<file path="src/rtl/asq_pkg.sv">
// ----------------------------------------------------------------------------
// ADC scan stability qualifier package
// Widths, defaults, register map and the result word type.
// ----------------------------------------------------------------------------
package asq_pkg;

  localparam int AdcW  = 10;
  localparam int MvW   = 13;
  localparam int ChOutW = 4;

  localparam int DefSamplesPerChannel = 8;
  localparam int DefChannels          = 4;

  localparam logic [MvW-1:0] ThrResetMv = MvW'(50);

  // Register map: one 32-bit register per 4-byte slot.
  localparam int ApbAddrW = 3;
  localparam int ApbDataW = 32;
  localparam int RegIdxW  = ApbAddrW - 2;
  localparam logic [RegIdxW-1:0] RegNoiseThr = RegIdxW'(0);

  typedef struct packed {
    logic              store_valid;
    logic [ChOutW-1:0] store_channel;
    logic [MvW-1:0]    settled_mv;
    logic              rejected;
    logic              scan_complete;
    logic              data_ready;
    logic [ChOutW-1:0] next_channel;
  } asq_result_t;

endpackage

</file>
<file path="src/rtl/asq_if.sv">
// ----------------------------------------------------------------------------
// ADC scan stability qualifier channels
// Valid/ready channels for the converter code words and the result words.
// ----------------------------------------------------------------------------
interface asq_in_if;
  import asq_pkg::*;

  logic            valid;
  logic            ready;
  logic [AdcW-1:0] adc_code;

  modport source (output valid, output adc_code, input ready);
  modport sink   (input valid, input adc_code, output ready);
endinterface

interface asq_out_if;
  import asq_pkg::*;

  logic        valid;
  logic        ready;
  asq_result_t data;

  modport source (output valid, output data, input ready);
  modport sink   (input valid, input data, output ready);
endinterface

</file>
<file path="src/rtl/adc_scan_stability_qualifier.sv">
// A code word accepted by the input stage sits in the input register, then passes
// to the result register, where it is held until the result side takes it.
// Throughput: one word per cycle, sustained while the result side takes words.
// The input register can take a new word while a result waits, as long as it is empty.
// Reset (rst_ni low, asynchronous): counters, previous value and the ready
// flag clear, the threshold returns to 50 mV and both stages empty.
module adc_scan_stability_qualifier #(
  parameter int SAMPLES_PER_CHANNEL = asq_pkg::DefSamplesPerChannel,
  parameter int CHANNELS            = asq_pkg::DefChannels
) (
  input  logic                          clk_i,
  input  logic                          rst_ni,
  asq_in_if.sink                        in_if,
  asq_out_if.source                     out_if,
  input  logic                          psel,
  input  logic                          penable,
  input  logic                          pwrite,
  input  logic [asq_pkg::ApbAddrW-1:0]  paddr,
  input  logic [asq_pkg::ApbDataW-1:0]  pwdata,
  output logic [asq_pkg::ApbDataW-1:0]  prdata,
  output logic                          pready
);
  import asq_pkg::*;

  logic [MvW-1:0]     thr_q;
  logic [RegIdxW-1:0] reg_idx;
  logic               mv_valid, mv_ready;
  logic [MvW-1:0]     mv;

  assign pready  = 1'b1;
  assign reg_idx = paddr[ApbAddrW-1:2];

  always_ff @(posedge clk_i or negedge rst_ni) begin
    if (!rst_ni) begin
      thr_q <= ThrResetMv;
    end else if (psel && penable && pwrite && pready && (reg_idx == RegNoiseThr)) begin
      thr_q <= pwdata[MvW-1:0];
    end
  end

  always_comb begin
    unique case (reg_idx)
      RegNoiseThr: prdata = ApbDataW'(thr_q);
      default:     prdata = '0;
    endcase
  end

  asq_in_stage u_in_stage (
    .clk_i      (clk_i),
    .rst_ni     (rst_ni),
    .in_valid_i (in_if.valid),
    .in_ready_o (in_if.ready),
    .adc_code_i (in_if.adc_code),
    .mv_valid_o (mv_valid),
    .mv_ready_i (mv_ready),
    .mv_o       (mv)
  );

  asq_qualify #(
    .SAMPLES_PER_CHANNEL (SAMPLES_PER_CHANNEL),
    .CHANNELS            (CHANNELS)
  ) u_qualify (
    .clk_i       (clk_i),
    .rst_ni      (rst_ni),
    .thr_i       (thr_q),
    .mv_valid_i  (mv_valid),
    .mv_ready_o  (mv_ready),
    .mv_i        (mv),
    .res_valid_o (out_if.valid),
    .res_ready_i (out_if.ready),
    .res_o       (out_if.data)
  );

endmodule

</file>
<file path="src/rtl/asq_in_stage.sv">
// ----------------------------------------------------------------------------
// Input stage
// Scales each converter code to millivolts and holds it in the input register.
// ----------------------------------------------------------------------------
module asq_in_stage (
  input  logic                        clk_i,
  input  logic                        rst_ni,
  input  logic                        in_valid_i,
  output logic                        in_ready_o,
  input  logic [asq_pkg::AdcW-1:0]    adc_code_i,
  output logic                        mv_valid_o,
  input  logic                        mv_ready_i,
  output logic [asq_pkg::MvW-1:0]     mv_o
);
  import asq_pkg::*;

  localparam int ProdW = AdcW + MvW;

  logic [ProdW-1:0] prod;
  logic [MvW-1:0]   q0;
  logic [13:0]      r1;
  logic [2:0]       q1;
  logic [10:0]      r2;
  logic [MvW-1:0]   mv_d, mv_q;
  logic             valid_q;
  logic             load;

  // floor(code * 5000 / 1023): since 1024 = 1023 + 1, each quotient by 1024
  // folds back into the remainder; two folds leave it below twice 1023.
  always_comb begin
    prod = ProdW'(adc_code_i) * ProdW'(5000);
    q0   = prod[ProdW-1:10];
    r1   = 14'(prod[9:0]) + 14'(q0);
    q1   = r1[12:10];
    r2   = 11'(r1[9:0]) + 11'(q1);
    mv_d = q0 + MvW'(q1) + MvW'(r2 >= 11'd1023);
  end

  assign in_ready_o = !valid_q || mv_ready_i;
  assign load       = in_valid_i && in_ready_o;

  always_ff @(posedge clk_i or negedge rst_ni) begin
    if (!rst_ni) begin
      valid_q <= 1'b0;
    end else if (in_ready_o) begin
      valid_q <= in_valid_i;
    end
  end

  always_ff @(posedge clk_i) begin
    if (load) begin
      mv_q <= mv_d;
    end
  end

  assign mv_valid_o = valid_q;
  assign mv_o       = mv_q;

endmodule

</file>
<file path="src/rtl/asq_qualify.sv">
// ----------------------------------------------------------------------------
// Stability qualifier
// Run and channel counters, step check against the threshold and the result
// register.
// ----------------------------------------------------------------------------
module asq_qualify #(
  parameter int SAMPLES_PER_CHANNEL = asq_pkg::DefSamplesPerChannel,
  parameter int CHANNELS            = asq_pkg::DefChannels
) (
  input  logic                     clk_i,
  input  logic                     rst_ni,
  input  logic [asq_pkg::MvW-1:0]  thr_i,
  input  logic                     mv_valid_i,
  output logic                     mv_ready_o,
  input  logic [asq_pkg::MvW-1:0]  mv_i,
  output logic                     res_valid_o,
  input  logic                     res_ready_i,
  output asq_pkg::asq_result_t     res_o
);
  import asq_pkg::*;

  localparam int SampW = $clog2(SAMPLES_PER_CHANNEL);
  localparam int ChW   = (CHANNELS > 1) ? $clog2(CHANNELS) : 1;
  localparam logic [SampW-1:0] LastSample  = SampW'(SAMPLES_PER_CHANNEL - 1);
  localparam logic [ChW-1:0]   LastChannel = ChW'(CHANNELS - 1);

  logic [SampW-1:0] cnt_d, cnt_q;
  logic [ChW-1:0]   ch_d, ch_q;
  logic [MvW-1:0]   prev_q;
  logic             rdy_d, rdy_q;
  logic             res_valid_q;
  asq_result_t      res_d, res_q;
  logic [MvW-1:0]   diff;
  logic             reject, run_done, scan_done, step;

  assign mv_ready_o = !res_valid_q || res_ready_i;
  assign step       = mv_valid_i && mv_ready_o;

  always_comb begin
    diff      = (mv_i >= prev_q) ? (mv_i - prev_q) : (prev_q - mv_i);
    // The first sample of a run has nothing to be compared with.
    reject    = (cnt_q != '0) && (diff > thr_i);
    run_done  = !reject && (cnt_q == LastSample);
    scan_done = run_done && (ch_q == LastChannel);

    cnt_d = cnt_q + SampW'(1);
    ch_d  = ch_q;
    rdy_d = rdy_q;
    if (reject) begin
      cnt_d = '0;
      ch_d  = '0;
      rdy_d = 1'b0;
    end else if (run_done) begin
      cnt_d = '0;
      ch_d  = scan_done ? '0 : ch_q + ChW'(1);
      if (scan_done) begin
        rdy_d = 1'b1;
      end
    end

    res_d.store_valid   = run_done;
    res_d.store_channel = run_done ? ChOutW'(ch_q) : '0;
    res_d.settled_mv    = mv_i;
    res_d.rejected      = reject;
    res_d.scan_complete = scan_done;
    res_d.data_ready    = rdy_d;
    res_d.next_channel  = ChOutW'(ch_d);
  end

  always_ff @(posedge clk_i or negedge rst_ni) begin
    if (!rst_ni) begin
      cnt_q       <= '0;
      ch_q        <= '0;
      prev_q      <= '0;
      rdy_q       <= 1'b0;
      res_valid_q <= 1'b0;
    end else begin
      if (mv_ready_o) begin
        res_valid_q <= mv_valid_i;
      end
      if (step) begin
        cnt_q  <= cnt_d;
        ch_q   <= ch_d;
        prev_q <= mv_i;
        rdy_q  <= rdy_d;
      end
    end
  end

  always_ff @(posedge clk_i) begin
    if (step) begin
      res_q <= res_d;
    end
  end

  assign res_valid_o = res_valid_q;
  assign res_o       = res_q;

endmodule

</file>
<file path="src/flat_wrapper.sv">
// flat-port wrapper written by rule: the top's interface ports become plain ports
module adc_scan_stability_qualifier_flat import asq_pkg::*;
#(
  parameter int SAMPLES_PER_CHANNEL = asq_pkg::DefSamplesPerChannel,
  parameter int CHANNELS            = asq_pkg::DefChannels
)
  (clk_i, rst_ni, psel, penable, pwrite, paddr, pwdata, prdata, pready, in_if_valid, in_if_adc_code, in_if_ready, out_if_valid, out_if_data, out_if_ready);
  asq_in_if in_if_i ();
  asq_out_if out_if_i ();
  input  logic clk_i;
  input  logic rst_ni;
  input  logic psel;
  input  logic penable;
  input  logic pwrite;
  input  logic [asq_pkg::ApbAddrW-1:0] paddr;
  input  logic [asq_pkg::ApbDataW-1:0] pwdata;
  output logic [asq_pkg::ApbDataW-1:0] prdata;
  output logic pready;
  input wire logic [$bits(in_if_i.valid)-1:0] in_if_valid;
  input wire logic [$bits(in_if_i.adc_code)-1:0] in_if_adc_code;
  output wire logic [$bits(in_if_i.ready)-1:0] in_if_ready;
  output wire logic [$bits(out_if_i.valid)-1:0] out_if_valid;
  output wire logic [$bits(out_if_i.data)-1:0] out_if_data;
  input wire logic [$bits(out_if_i.ready)-1:0] out_if_ready;
  assign in_if_i.valid = in_if_valid;
  assign in_if_i.adc_code = in_if_adc_code;
  assign in_if_ready = in_if_i.ready;
  assign out_if_valid = out_if_i.valid;
  assign out_if_data = out_if_i.data;
  assign out_if_i.ready = out_if_ready;
  adc_scan_stability_qualifier #(.SAMPLES_PER_CHANNEL(SAMPLES_PER_CHANNEL), .CHANNELS(CHANNELS)) u_core (.clk_i(clk_i), .rst_ni(rst_ni), .in_if(in_if_i), .out_if(out_if_i), .psel(psel), .penable(penable), .pwrite(pwrite), .paddr(paddr), .pwdata(pwdata), .prdata(prdata), .pready(pready));
endmodule
</file>
<file path="config.mk">
export PLATFORM = sky130hd
export DESIGN_NAME = adc_scan_stability_qualifier_flat
export DESIGN_NICKNAME = d
export VERILOG_FILES = /design/src/rtl/asq_pkg.sv /design/src/rtl/asq_if.sv /design/src/rtl/adc_scan_stability_qualifier.sv /design/src/rtl/asq_in_stage.sv /design/src/rtl/asq_qualify.sv /design/src/flat_wrapper.sv
export SDC_FILE = /design/constraint.sdc
export NUM_CORES = 1
export LEC_CHECK = 0
export ABC_AREA = 1
export BUFFER_PORTS_ARGS = -buffer_cell sky130_fd_sc_hd__buf_2
export CORE_UTILIZATION = 40
export CTS_CLUSTER_DIAMETER = 120
export DETAILED_ROUTE_END_ITERATION = 10
export GPL_TIMING_DRIVEN = 0
export PLACE_DENSITY = 0.57
export SETUP_SLACK_MARGIN = 0.02
export SLEW_MARGIN = 0
export SYNTH_ARGS = -nofsm -noshare
export SYNTH_HDL_FRONTEND = slang
export SYNTH_SLANG_ARGS = --single-unit
export TNS_END_PERCENT = 100
</file>
<file path="constraint.sdc">
create_clock -name clk_i -period 3.9 [get_ports clk_i]
set_input_delay 0.585 -clock clk_i [delete_from_list [all_inputs] [get_ports clk_i]]
set_output_delay 0.585 -clock clk_i [all_outputs]
set_load 0.01 [all_outputs]
</file>
==> metrics.md <==
| Metric | Value |
|---|---|
| GPL Wtd Cong | 0.860 |
| CTS tree | done |
| Reg-to-reg startpoint | u_core.u_in_stage.mv_o[0]$_DFFE_PP_ |
| CTS Sinks | 68 |
| Final slew viol count | 0 |
| Core area | between 15000 and 20000 um2 |
| Routed WL | about 17 mm |
| Ys flop type | edfxtp_1 |
| Worst path most repeated cell | inv_2 |
| DR iter-0 viols | 204 |
| I/O pins | ~110 |
| Avg Inst Size Synth | just under 8 um2 |
| Fin. Hold Viols | 0 |
| Largest net degree at the start of global routing | 35 |
| Distinct cells, synth | between 40 and 50 |
| Most common cell after layout, fill and taps aside | nand2_1 |
| Setup ws final | -3.19 ns |
| Crit Path Class | in2reg |
| Slew @ Worst Pin | between 1 and 1.5 ns |
| DRT Pass-1 Iters | 4 |
| DR vias | between 6000 and 7000 |
| Initial antenna violation count | 0 |
| Rel. slew slack | 0.316 |
| Critical-path top delay cell | fa_2 |
| Starting Density | 0.412 |
| Global-route wire length before repair | between 20 and 30 mm |
| Vias per Instance | approximately 4.6 |
| Outcome | complete, but fails checks |
| Hold Crit Class | in2async |
| CP max FO | 4 |
| Total CTS buffers | 9 |
| Final Cell Area | 9320 um2 |
| Clock Latency Late Sink | around 0.33 ns |
| Final layout net count | 1256 |
| Max_cap viols | 0 |
| Final-report setup violation count | 13 |
| Required @ worst endpoint | ~4.0 ns |
| CTS clk-pin slew, worst paths | approximately 0.05 ns |
| Final Critical Period | about 7.1 ns |
| Critical path startpoint category | primary input |
| DP Area | approximately 8000 um2 |
| Synth async-reset ratio | 0.500 |
| P&R area growth vs syn | 30.0% |
| #FFs+latches synth | between 60 and 70 |
| Vias in the first global route | just under 6000 |
| Total grt overflow | 0 |
| WL per Instance | around 13 um |
| Post-route ant nets | 0 |
| Die area | roughly 18000 um2 |
| Crit path arrival time | just over 7 ns |
| Synthesized area | ~7000 um2 |
| RSZ-0062 raised after global routing | yes |
| Most used cells in the layout excluding fill and tap cells | nand2_1, inv_1, ha_1 |
| Global Route Usage Sum | 0.189 |
| DRC | 0 |
| Fillers | 1665 |
| IO buf count | between 60 and 70 |
| Seq/Total Area, Yosys | 0.262 |
| Die Y | about 140 um |
| Clock Skews | about 0.0084 ns |
| Syn. warnings | 0 |
| N_diodes | 0 |
| Clock root buffer | clkbuf_16 |
| Critical Path Sink Type | flop |
| Max Fclk | 141 MHz |
| Worst setup path start | in_if_adc_code[4] |
| Crit share post-route | 1.82 |
| Clk buf depth | 2 |
| H-Tree Depth | 3 |
| Slowest stage delay, CP | ~0.57 ns |
| Number of synthesized flops with an enable pin | 34 |
| # hold bufs at CTS | 0 |
| Row cnt | 48 |
| Share of layout cells above drive strength 1 | 0.299 |
| Cells after Synth | just over 900 |
| Failing checks | setup timing |
| DP HPWL | 13.3 mm |
| Die span in x | 136 um |
## synth_stat cells, drive strengths merged (2+ instances only)
master	count	area [um2]
o21ai	41	209
ha	104	1300
o21bai	2	15.0
nand2	215	895
o22ai	2	12.5
o211ai	2	15.0
edfxtp	34	1020
nand4	17	113
xor2	29	254
a21boi	5	41.3
and2	2	12.5
dfstp	3	78.8
buf	28	215
dfrtp	31	776
nor2	82	340
nor3	2	10.0
conb	2	7.51
nand3b	3	22.5
fa	23	460
a211oi	4	30.0
a21oi	56	295
xnor2	4	35.0
and3	2	12.5
nand3	43	250
clkbuf	7	27.5
inv	185	694
## per-stage QoR
| stage | worst slack [ns] | TNS (ns) | utilization | hold WS, ns | std cells |
|---|---|---|---|---|---|
| finish | -3.19 | -39.97 | 0.535 | 0.345 | 1307 |
| global route | -3.59 | -45.13 | 0.535 | 0.408 | 1307 |
| CTS | -3.34 | -40.41 | 0.513 | 0.384 | 1290 |
| detailed placement | -3.98 | -48.25 | 0.461 | 0.495 | 1245 |
| global placement | -3.96 | -47.89 | 0.461 | 0.487 | 1245 |
| floorplan | -3.20 | -38.07 | - | 0.289 | 954 |
## critical path, delay by kind of cell
family                     cells  cell delay (ns)
AOI/OAI and AO/OA              3             0.42
buffers and inverters         11             0.79
adders and majority gates     11             3.89
and+or+nand+nor               13             1.13
xor gates and xnor gates       2             0.31
## final cells by class
class / instances / area, um2 / area share
Sequential cell: 68 / 1880 / 0.201
Multi-Input combinational cell: 665 / 5070 / 0.544
Timing Repair Buffer: 112 / 779 / 0.0837
Clock inverter: 6 / 111 / 0.0120
Tap cell: 225 / 282 / 0.0302
Clock buffer: 10 / 229 / 0.0246
Inverter: 186 / 726 / 0.0779
Buffer: 35 / 243 / 0.0261
## cell families (layout without fill, tap and decap cells)
logic type      Yosys count  count (layout)  share of synthesized area
compound gates          114             114                     0.0881
xor+xnor                 33              33                     0.0403
fa+ha+maj               127             127                      0.246
buf+inv                 221             349                      0.131
flops                    68              68                      0.262
other cells               2              24                    0.00105
simple gates            367             367                      0.232
## worst paths after layout
| check | end | slack (ns) | cells past startpoint |
|---|---|---|---|
| setup reg to reg | u_core.u_qualify.res_o[0]$_DFFE_PP_ | 0.30 | 23 |
| max in group asynchronous | u_core.u_qualify.prev_q[7]$_DFFE_PN0P_ | 3.01 | 1 |
| hold / removal | u_core.thr_q[12]$_DFFE_PN0P_ | 0.35 | 1 |
| setup / recovery | u_core.u_in_stage.mv_o[2]$_DFFE_PP_ | -3.19 | 40 |
| min in group clk_i | u_core.u_in_stage.mv_valid_o$_DFFE_PN0N_ | 0.47 | 3 |
| hold reg to reg | u_core.u_qualify.res_o[7]$_DFFE_PP_ | 0.50 | 0 |
## routing by layer
metal  up-vias  global-route usage  routed length, um
met2        73               0.356               8940
met1      2760               0.220               7240
met5         -                   0                  0
met4         0              0.0593                300
met3        16              0.0239                320
li1       3208                   -                  -
## flip-flops by register name, summed over array words and instances, names as in the netlist
name                          count
u_core.thr_q                     13
u_core.u_in_stage.mv_o           13
u_core.u_in_stage.mv_valid_o      1
u_core.u_qualify.ch_q             2
u_core.u_qualify.cnt_q            3
u_core.u_qualify.prev_q          13
u_core.u_qualify.rdy_q            1
u_core.u_qualify.res_o           21
u_core.u_qualify.res_valid_o      1
## what timing repair did
action | in CTS | in global routing
setup buffers | 29 | 17
gates resized for setup | 85 | 65
pin swaps | 58 | 67
endpoints found under the setup margin | 13 | 25
Power is not shown: default switching activity piles up to over one toggle a cycle in this logic, so the estimate is an artifact.
